### src/hdl/swtg_pkg.sv
`default_nettype none

package swtg_pkg;

    localparam int CounterBits  = 16;
    localparam int ClockBits    = 27;
    localparam int FreqBits     = 16;
    localparam int TicksBits    = ClockBits - 1;
    localparam int PrescaleBits = 10;
    localparam int CodeBits     = 3;
    localparam int OpBits       = 2;
    localparam int StepBits     = $clog2(ClockBits);

    localparam logic [StepBits-1:0]  LastStep   = StepBits'(ClockBits - 1);
    localparam logic [ClockBits-1:0] ClockReset = ClockBits'(16000000);

    // Half-period limits above which the next larger prescaler is used.
    localparam logic [TicksBits-1:0] Limit1024 = TicksBits'(8388607);
    localparam logic [TicksBits-1:0] Limit256  = TicksBits'(2097151);
    localparam logic [TicksBits-1:0] Limit64   = TicksBits'(524287);
    localparam logic [TicksBits-1:0] Limit8    = TicksBits'(65535);

    typedef enum logic [OpBits-1:0] {
        OP_TICK  = 2'd0,
        OP_START = 2'd1,
        OP_STOP  = 2'd2
    } op_t;

    typedef enum logic [CodeBits-1:0] {
        PS_1    = 3'd0,
        PS_8    = 3'd1,
        PS_64   = 3'd2,
        PS_256  = 3'd3,
        PS_1024 = 3'd4
    } prescale_t;

    typedef enum logic [1:0] {
        ST_IDLE,
        ST_DIVIDE,
        ST_FINISH
    } state_t;

    typedef struct packed {
        logic exec;
        logic div_load;
        logic div_step;
        logic commit;
        logic load_out;
    } ctrl_cmd_t;

    typedef struct packed {
        logic start_div;
    } dp_status_t;

    // Terminal value of the prescale counter for each prescaler setting.
    function automatic logic [PrescaleBits-1:0] prescale_last(input prescale_t code);
        logic [PrescaleBits-1:0] last;
        unique case (code)
            PS_8:    last = PrescaleBits'(7);
            PS_64:   last = PrescaleBits'(63);
            PS_256:  last = PrescaleBits'(255);
            PS_1024: last = PrescaleBits'(1023);
            default: last = '0;
        endcase
        return last;
    endfunction

endpackage

`default_nettype wire

### src/hdl/swtg_if.sv
`default_nettype none

interface swtg_in_if;
    logic                            valid;
    logic                            ready;
    logic [swtg_pkg::OpBits-1:0]     operation;
    logic [swtg_pkg::FreqBits-1:0]   frequency_hz;

    modport source (output valid, operation, frequency_hz, input ready);
    modport sink   (input valid, operation, frequency_hz, output ready);
endinterface

interface swtg_out_if;
    logic                             valid;
    logic                             ready;
    logic                             pin_level;
    logic                             pin_driven;
    logic                             running;
    logic [swtg_pkg::CounterBits-1:0] compare_value;
    logic [swtg_pkg::CodeBits-1:0]    prescale_select;

    modport source (output valid, pin_level, pin_driven, running, compare_value,
                    prescale_select, input ready);
    modport sink   (input valid, pin_level, pin_driven, running, compare_value,
                    prescale_select, output ready);
endinterface

`default_nettype wire

### src/hdl/swtg_ctrl.sv
`default_nettype none

module swtg_ctrl (
    input  logic                   clk,
    input  logic                   rst_n,
    input  logic                   in_valid,
    output logic                   in_ready,
    output logic                   out_valid,
    input  logic                   out_ready,
    input  swtg_pkg::dp_status_t   status,
    output swtg_pkg::ctrl_cmd_t    cmd
);

    swtg_pkg::state_t                 state_reg, state_next;
    logic [swtg_pkg::StepBits-1:0]    step_reg, step_next;
    logic                             out_valid_reg, out_valid_next;
    logic                             out_free;

    always_ff @(posedge clk or negedge rst_n)
    begin
        if (!rst_n)
        begin
            state_reg     <= swtg_pkg::ST_IDLE;
            step_reg      <= '0;
            out_valid_reg <= 1'b0;
        end
        else
        begin
            state_reg     <= state_next;
            step_reg      <= step_next;
            out_valid_reg <= out_valid_next;
        end
    end

    assign out_free  = !out_valid_reg || out_ready;
    assign out_valid = out_valid_reg;

    always_comb
    begin
        state_next = state_reg;
        step_next  = step_reg;
        in_ready   = 1'b0;
        cmd        = '0;
        unique case (state_reg)
            swtg_pkg::ST_IDLE:
            begin
                in_ready = out_free;
                if (in_valid && out_free)
                begin
                    if (status.start_div)
                    begin
                        cmd.div_load = 1'b1;
                        step_next    = '0;
                        state_next   = swtg_pkg::ST_DIVIDE;
                    end
                    else
                    begin
                        cmd.exec     = 1'b1;
                        cmd.load_out = 1'b1;
                    end
                end
            end
            swtg_pkg::ST_DIVIDE:
            begin
                cmd.div_step = 1'b1;
                step_next    = step_reg + 1'b1;
                if (step_reg == swtg_pkg::LastStep)
                begin
                    state_next = swtg_pkg::ST_FINISH;
                end
            end
            swtg_pkg::ST_FINISH:
            begin
                // The new settings land together with their result.
                if (out_free)
                begin
                    cmd.commit   = 1'b1;
                    cmd.load_out = 1'b1;
                    state_next   = swtg_pkg::ST_IDLE;
                end
            end
            default:
            begin
                state_next = swtg_pkg::ST_IDLE;
            end
        endcase

        if (cmd.load_out)
        begin
            out_valid_next = 1'b1;
        end
        else if (out_ready)
        begin
            out_valid_next = 1'b0;
        end
        else
        begin
            out_valid_next = out_valid_reg;
        end
    end

endmodule

`default_nettype wire

### src/hdl/swtg_dp.sv
`default_nettype none

module swtg_dp (
    input  logic                              clk,
    input  logic                              rst_n,
    input  logic                              cfg_wr_en,
    input  logic [swtg_pkg::ClockBits-1:0]    cfg_wr_data,
    input  logic [swtg_pkg::OpBits-1:0]       operation,
    input  logic [swtg_pkg::FreqBits-1:0]     frequency_hz,
    input  swtg_pkg::ctrl_cmd_t               cmd,
    output swtg_pkg::dp_status_t              status,
    output logic                              pin_level,
    output logic                              pin_driven,
    output logic                              running,
    output logic [swtg_pkg::CounterBits-1:0]  compare_value,
    output logic [swtg_pkg::CodeBits-1:0]     prescale_select
);

    localparam int CB = swtg_pkg::ClockBits;
    localparam int FB = swtg_pkg::FreqBits;
    localparam int TB = swtg_pkg::TicksBits;
    localparam int NB = swtg_pkg::CounterBits;
    localparam int PB = swtg_pkg::PrescaleBits;

    logic [CB-1:0]          clock_hz_reg;

    logic                   level_reg, level_next;
    logic                   driven_reg, driven_next;
    logic                   enabled_reg, enabled_next;
    swtg_pkg::prescale_t    code_reg, code_next;
    logic [NB-1:0]          match_reg, match_next;
    logic [NB-1:0]          count_reg, count_next;
    logic [PB-1:0]          pscount_reg, pscount_next;

    logic [FB-1:0]          divisor_reg;
    logic [FB-1:0]          rem_reg;
    logic [CB-1:0]          quot_reg;

    logic                   out_level_reg;
    logic                   out_driven_reg;
    logic                   out_running_reg;
    logic [NB-1:0]          out_compare_reg;
    swtg_pkg::prescale_t    out_code_reg;

    logic [FB:0]            rem_shift;
    logic [FB:0]            rem_diff;
    logic                   quot_bit;
    logic [TB-1:0]          ticks;
    logic [TB-1:0]          scaled;
    logic [TB-1:0]          scaled_m1;
    swtg_pkg::prescale_t    new_code;

    assign status.start_div = (operation == swtg_pkg::OP_START) && (frequency_hz != '0);

    // Restoring divider: one quotient bit of clock / frequency per step.
    assign rem_shift = {rem_reg, quot_reg[CB-1]};
    assign rem_diff  = rem_shift - {1'b0, divisor_reg};
    assign quot_bit  = (rem_shift >= {1'b0, divisor_reg});

    assign ticks = quot_reg[CB-1:1];

    always_comb
    begin
        priority if (ticks > swtg_pkg::Limit1024)
        begin
            scaled   = ticks >> 10;
            new_code = swtg_pkg::PS_1024;
        end
        else if (ticks > swtg_pkg::Limit256)
        begin
            scaled   = ticks >> 8;
            new_code = swtg_pkg::PS_256;
        end
        else if (ticks > swtg_pkg::Limit64)
        begin
            scaled   = ticks >> 6;
            new_code = swtg_pkg::PS_64;
        end
        else if (ticks > swtg_pkg::Limit8)
        begin
            scaled   = ticks >> 3;
            new_code = swtg_pkg::PS_8;
        end
        else
        begin
            scaled   = ticks;
            new_code = swtg_pkg::PS_1;
        end
        scaled_m1 = scaled - TB'(1);
    end

    always_comb
    begin
        level_next   = level_reg;
        driven_next  = driven_reg;
        enabled_next = enabled_reg;
        code_next    = code_reg;
        match_next   = match_reg;
        count_next   = count_reg;
        pscount_next = pscount_reg;

        if (cmd.exec)
        begin
            unique case (operation)
                swtg_pkg::OP_TICK:
                begin
                    if (enabled_reg)
                    begin
                        if (pscount_reg >= swtg_pkg::prescale_last(code_reg))
                        begin
                            pscount_next = '0;
                            if (count_reg == match_reg)
                            begin
                                count_next = '0;
                                level_next = !level_reg;
                            end
                            else
                            begin
                                count_next = count_reg + 1'b1;
                            end
                        end
                        else
                        begin
                            pscount_next = pscount_reg + 1'b1;
                        end
                    end
                end
                swtg_pkg::OP_STOP:
                begin
                    driven_next  = 1'b0;
                    enabled_next = 1'b0;
                end
                default:
                begin
                    // A start with zero frequency and the unused code change nothing.
                end
            endcase
        end

        if (cmd.commit)
        begin
            code_next    = new_code;
            match_next   = scaled_m1[NB-1:0];
            driven_next  = 1'b1;
            enabled_next = 1'b1;
        end
    end

    always_ff @(posedge clk or negedge rst_n)
    begin
        if (!rst_n)
        begin
            clock_hz_reg <= swtg_pkg::ClockReset;
            level_reg    <= 1'b0;
            driven_reg   <= 1'b0;
            enabled_reg  <= 1'b0;
            code_reg     <= swtg_pkg::PS_1;
            match_reg    <= '0;
            count_reg    <= '0;
            pscount_reg  <= '0;
        end
        else
        begin
            if (cfg_wr_en)
            begin
                clock_hz_reg <= cfg_wr_data;
            end
            level_reg   <= level_next;
            driven_reg  <= driven_next;
            enabled_reg <= enabled_next;
            code_reg    <= code_next;
            match_reg   <= match_next;
            count_reg   <= count_next;
            pscount_reg <= pscount_next;
        end
    end

    always_ff @(posedge clk)
    begin
        if (cmd.div_load)
        begin
            divisor_reg <= frequency_hz;
            rem_reg     <= '0;
            quot_reg    <= clock_hz_reg;
        end
        else if (cmd.div_step)
        begin
            rem_reg  <= quot_bit ? rem_diff[FB-1:0] : rem_shift[FB-1:0];
            quot_reg <= {quot_reg[CB-2:0], quot_bit};
        end

        if (cmd.load_out)
        begin
            out_level_reg   <= level_next;
            out_driven_reg  <= driven_next;
            out_running_reg <= enabled_next;
            out_compare_reg <= match_next;
            out_code_reg    <= code_next;
        end
    end

    assign pin_level       = out_level_reg;
    assign pin_driven      = out_driven_reg;
    assign running         = out_running_reg;
    assign compare_value   = out_compare_reg;
    assign prescale_select = out_code_reg;

endmodule

`default_nettype wire

### src/hdl/square_wave_tone_generator.sv
// Square-wave tone generator with a clear-on-compare timer.
// Requests arrive on in_req (operation, frequency_hz): tick advances the
// prescaler and timer by one clock while a tone runs, start with a nonzero
// frequency programs a tone and connects the pin, stop releases the pin and
// halts counting. Every request yields one result on out_res that shows the
// level, pin, run state, compare value and prescaler code after the request.
// Tick, stop and ignored requests: the result is valid the cycle after
// acceptance, and one such request is taken every cycle unless the
// receiver stalls. A start with a nonzero frequency runs a bit-serial
// divider of the clock register by the frequency, 27 steps, then loads the
// timer once the result register is free; ready stays low meanwhile.
// cfg_wr_en/cfg_wr_data write the clock frequency register; write it only
// while no request is in flight.
// Reset sets the clock register to 16 MHz, clears all timer state and drops
// out_res.valid. When the receiver stalls, the result register holds its
// value and a new request is taken only in a cycle in which the pending
// result leaves.
`default_nettype none

module square_wave_tone_generator (
    input  logic                            clk,
    input  logic                            rst_n,
    input  logic                            cfg_wr_en,
    input  logic [swtg_pkg::ClockBits-1:0]  cfg_wr_data,
    swtg_in_if.sink                         in_req,
    swtg_out_if.source                      out_res
);

    swtg_pkg::ctrl_cmd_t   cmd;
    swtg_pkg::dp_status_t  status;
    logic                  in_ready;
    logic                  out_valid;

    swtg_ctrl u_ctrl (
        .clk       (clk),
        .rst_n     (rst_n),
        .in_valid  (in_req.valid),
        .in_ready  (in_ready),
        .out_valid (out_valid),
        .out_ready (out_res.ready),
        .status    (status),
        .cmd       (cmd)
    );

    swtg_dp u_dp (
        .clk             (clk),
        .rst_n           (rst_n),
        .cfg_wr_en       (cfg_wr_en),
        .cfg_wr_data     (cfg_wr_data),
        .operation       (in_req.operation),
        .frequency_hz    (in_req.frequency_hz),
        .cmd             (cmd),
        .status          (status),
        .pin_level       (out_res.pin_level),
        .pin_driven      (out_res.pin_driven),
        .running         (out_res.running),
        .compare_value   (out_res.compare_value),
        .prescale_select (out_res.prescale_select)
    );

    assign in_req.ready  = in_ready;
    assign out_res.valid = out_valid;

    // A start that needs the divider blocks further requests.
    assert property (@(posedge clk) disable iff (!rst_n)
        (in_req.valid && in_ready && in_req.operation == swtg_pkg::OP_START
         && in_req.frequency_hz != '0) |=> !in_ready)
    else $error("request accepted while the divider is busy");

    // Loading a tone reports a driven, running pin.
    assert property (@(posedge clk) disable iff (!rst_n)
        cmd.commit |=> (out_valid && out_res.running && out_res.pin_driven))
    else $error("start result does not show a running tone");

    // A stop reports a released, halted pin.
    assert property (@(posedge clk) disable iff (!rst_n)
        (in_req.valid && in_ready && in_req.operation == swtg_pkg::OP_STOP)
        |=> (out_valid && !out_res.running && !out_res.pin_driven))
    else $error("stop result still shows a running tone");

    // Divider commands only occur while no result is being loaded.
    assert property (@(posedge clk) disable iff (!rst_n)
        (cmd.div_load || cmd.div_step) |-> !cmd.load_out && !cmd.exec)
    else $error("divider active together with an operation");

endmodule

`default_nettype wire

### src/flat_wrapper.sv
// flat-port wrapper written by rule: the top's interface ports become plain ports
module square_wave_tone_generator_flat 
  (clk, rst_n, cfg_wr_en, cfg_wr_data, in_req_valid, in_req_operation, in_req_frequency_hz, in_req_ready, out_res_valid, out_res_pin_level, out_res_pin_driven, out_res_running, out_res_compare_value, out_res_prescale_select, out_res_ready);
  swtg_in_if in_req_i ();
  swtg_out_if out_res_i ();
  input  logic clk;
  input  logic rst_n;
  input  logic cfg_wr_en;
  input  logic [swtg_pkg::ClockBits-1:0] cfg_wr_data;
  input wire logic [$bits(in_req_i.valid)-1:0] in_req_valid;
  input wire logic [$bits(in_req_i.operation)-1:0] in_req_operation;
  input wire logic [$bits(in_req_i.frequency_hz)-1:0] in_req_frequency_hz;
  output wire logic [$bits(in_req_i.ready)-1:0] in_req_ready;
  output wire logic [$bits(out_res_i.valid)-1:0] out_res_valid;
  output wire logic [$bits(out_res_i.pin_level)-1:0] out_res_pin_level;
  output wire logic [$bits(out_res_i.pin_driven)-1:0] out_res_pin_driven;
  output wire logic [$bits(out_res_i.running)-1:0] out_res_running;
  output wire logic [$bits(out_res_i.compare_value)-1:0] out_res_compare_value;
  output wire logic [$bits(out_res_i.prescale_select)-1:0] out_res_prescale_select;
  input wire logic [$bits(out_res_i.ready)-1:0] out_res_ready;
  assign in_req_i.valid = in_req_valid;
  assign in_req_i.operation = in_req_operation;
  assign in_req_i.frequency_hz = in_req_frequency_hz;
  assign in_req_ready = in_req_i.ready;
  assign out_res_valid = out_res_i.valid;
  assign out_res_pin_level = out_res_i.pin_level;
  assign out_res_pin_driven = out_res_i.pin_driven;
  assign out_res_running = out_res_i.running;
  assign out_res_compare_value = out_res_i.compare_value;
  assign out_res_prescale_select = out_res_i.prescale_select;
  assign out_res_i.ready = out_res_ready;
  square_wave_tone_generator u_core (.clk(clk), .rst_n(rst_n), .cfg_wr_en(cfg_wr_en), .cfg_wr_data(cfg_wr_data), .in_req(in_req_i), .out_res(out_res_i));
endmodule
### config.mk
export PLATFORM = sky130hd
export DESIGN_NAME = square_wave_tone_generator_flat
export DESIGN_NICKNAME = d
export VERILOG_FILES = /design/src/hdl/swtg_pkg.sv /design/src/hdl/swtg_if.sv /design/src/hdl/swtg_ctrl.sv /design/src/hdl/swtg_dp.sv /design/src/hdl/square_wave_tone_generator.sv /design/src/flat_wrapper.sv
export SDC_FILE = /design/constraint.sdc
export NUM_CORES = 1
export LEC_CHECK = 0
export BUFFER_PORTS_ARGS = -buffer_cell sky130_fd_sc_hd__buf_2
export CAP_MARGIN = 10
export CORE_MARGIN = 2
export CORE_UTILIZATION = 61
export CTS_BUF_LIST = sky130_fd_sc_hd__clkbuf_16
export CTS_CLUSTER_SIZE = 12
export DETAILED_ROUTE_END_ITERATION = 8
export PLACE_DENSITY_LB_ADDON = 0.15
export SETUP_SLACK_MARGIN = 0.02
export SYNTH_ARGS = -nofsm -noshare
export SYNTH_HDL_FRONTEND = slang
export SYNTH_SLANG_ARGS = --single-unit
### constraint.sdc
create_clock -name clk -period 7.41 [get_ports clk]
set_clock_uncertainty 0.1 [all_clocks]
set_input_delay 0 -clock clk [delete_from_list [all_inputs] [get_ports clk]]
set_output_delay 0 -clock clk [all_outputs]
set_load 0.005 [all_outputs]
==> impl_metrics.toml <==
[run_status]
status = "completed"

[cells_and_area]
nNetsFinal = 1045
diodes = 0
fin_area_um2 = 10500
drive_above_1_share = 0.202
synthToLayoutAreaGrowth_pct = 16.7
final_cells = 1160
fill_cells = 1008

[worst_setup_path]
end_kind = "register"
cp-start-kind = "register"
worstPathArrival_ns = 3.90
required_ns = 7.62
crit_path_max_fanout = 16
crit_type = "reg2reg"

[clocking]
clockBufferDepth = 2
cts_made_buffers = 17
clock_sinks = 164
cts_tree = "done"
cts_max_level = 4
insertion_delay_ns = 0.42
cts.reportedPaths.clkPinSlew_ns = 0.06
cts_root_buf = "clkbuf_16"

[detailed_routing]
ant_nets = 0
wl_per_cell_um = 18.4
drtIter0Drc = 663
drt_pass1_iterations = 5
wl_um = 21300
drc = 0
vias = 7206
avgViaCountPerCell = 6.21

[synthesis]
synthFlopType = "dfrtp_1"
synth_top_family_by_area = "compound AO/OA/AOI/OAI gates"
synth_xor_area_frac = 0.0437
ys_ff_latch = 164
seq_area_frac_synth = 0.483
ys_warn_count = 0
synth_edf_count = 65
synthArstFlopShare = 0.506
synth_top_area_frac = 0.216
synth.area.top_cells = "edfxtp_1 22%, dfrtp_1 21%, mux2_2 6.7%"
ys_types = 80
syn_avg_cell_area_um2 = 10.6
synth.area.mux_share = 0.0713
syn_nets = 937
netlist_area_um2 = 9020
synth_largest_area_cell = "edfxtp_1"
syn_inst = 855
synth_compound_area_frac = 0.172
synth-simple-area-share = 0.144
yosys.area_share.adder = 0.0452

[place]
placedInstanceArea_um2 = 9480
place_ws_ns = 3.83
port_buffers = 73
post-place-cells = 1078
dp_hpwl_um = 14200
place_congestion = 0.914

[floorplan]
start_util = 0.623
die_x_um = 126
io_pins = 74
core_area_um2 = 14500
die_h_um = 126
dieArea_um2 = 15800
rows = 44

[global_route]
grt_use_total = 0.279
grt_pass1_vias = 7105
grt_max_degree = 63
grt_antenna_before_repair = 0
grt.overflow.total = 0
grt_pass1_wl_um = 35600

[timing]
rsz0062_at_grt = "no"
fin_ws_ns = 3.72
finalHoldViolations = 0
fin_crit_ns = 3.69
setup_violations = 0
fmax_mhz = 271
setup_tns_ns = 0
period_share = 0.498
drv_slew = 0
relSlewSlack = 0.283
worst_pin_slew_ns = 1.07

[power]
ir_drop_mv = 0.266
p_per_area_nw_per_um2 = 396
p_leak_uw = 0.00423

[run]
cap_violations = 0

[hold_path]
hold_class = "in2reg"
final timing paths:
kind | start | endpoint | slack [ns] | cells after the start
max | u_core.u_dp.code_reg[0] | u_core.u_dp.count_reg[1] | 3.72 | 10
min | cfg_wr_en | u_core.u_dp.clock_hz_reg[25] | 0.11 | 2
max reg2reg | u_core.u_dp.code_reg[0] | u_core.u_dp.count_reg[1] | 3.72 | 10
min reg2reg | u_core.u_dp.rem_reg[15] | u_core.u_dp.rem_reg[15] | 0.36 | 2
max in group asynchronous | rst_n | u_core.u_dp.code_reg[0] | 5.88 | 3
min in group asynchronous | rst_n | u_core.u_dp.level_reg | 0.21 | 3
cells in the final DEF, fill, tap and decap left out, drive strengths merged, types with 8 or more instances in the layout:
| master | synthesis | routed |
|---|---|---|
| edfxtp | 65 | 65 |
| dfrtp | 76 | 76 |
| nand3 | 28 | 28 |
| nor3 | 25 | 25 |
| nor2 | 74 | 74 |
| a211oi | 13 | 13 |
| dfxtp | 16 | 16 |
| dlygate4sd3 | 0 | 50 |
| buf | 19 | 84 |
| a31oi | 13 | 13 |
| nand4 | 20 | 20 |
| nor4 | 8 | 8 |
| mux2 | 55 | 55 |
| o31ai | 28 | 28 |
| xnor2 | 32 | 32 |
| clkbuf | 26 | 17 |
| xor2 | 13 | 13 |
| a21oi | 17 | 17 |
| nand2b | 9 | 9 |
| ha | 31 | 31 |
| inv | 36 | 41 |
| o211ai | 19 | 19 |
| o31a | 17 | 17 |
| o21ai | 47 | 47 |
| nand2 | 70 | 70 |
power breakdown:
group,internal (uW),switching [uW],total (uW)
Sequential,1260,306,1570
Combinational,733,1030,1770
Clock,487,351,838
Total,2480,1690,4170
worst max-delay path: stages, from the launching register on:
cell and delay (ns):
dfrtp_1 0.39, nor2_1 0.25, xnor2_1 0.19, ha_1 0.26, nand2b_1 0.14, a21o_1 0.17, a21o_1 0.18, a211o_1 0.34
a211oi_2 0.88, nor2_1 0.35, a31o_2 0.34
cell type report:
type                    count  area (um^2)  area share
multi-input cells         609         4300       0.408
inverters                  37          139      0.0132
flip-flops and latches    164         4360       0.414
clock inverters            15          130      0.0124
repair buffers            134          951      0.0903
clock buffers              17          425      0.0404
well taps                 184          230      0.0219
layer usage:
| metal | global-route usage | share of wire | wire length [um] |
|---|---|---|---|
| met1 | 0.380 | 0.45 | 9650 |
| met3 | 0.0497 | 0.050 | 1060 |
| met4 | 0.0993 | 0.022 | 474 |
| met5 | 0 | 0 | 0 |
| met2 | 0.454 | 0.48 | 10100 |
logic make-up after synthesis:
family	Yosys count
compound gates	211
xor+xnor	45
fa+ha+maj	32
buf+inv	82
flops	164
mux	57
simple gates	264
stage by stage:
stage / power (uW) / utilization / hold WS [ns]
detailed placement: 3280 / 0.655 / -0.192
CTS: 4160 / 0.727 / 0.0983
floorplan: 2870 / - / -0.396
global route: 4440 / 0.727 / 0.129
finish: 4170 / 0.727 / 0.109
global placement: 3200 / 0.655 / -0.203
cells in the mapped netlist (all sizes together), types with 8 or more instances:
master	instances
xnor2	32
mux2	55
a21oi	17
dfxtp	16
o31a	17
clkbuf	26
nand4	20
buf	19
o31ai	28
dfrtp	76
xor2	13
ha	31
a31oi	13
nor3	25
o21ai	47
edfxtp	65
nand3	28
inv	36
nand2b	9
nor4	8
a211oi	13
nor2	74
o211ai	19
nand2	70
what timing repair did:
item                                   4_1_cts  5_1_grt
endpoints found under the hold margin      128        0
gates resized for setup                      0        0
hold buffers                                50        0
buffers inserted                             0        0
Note: power is estimated with default switching activity, not from simulation.
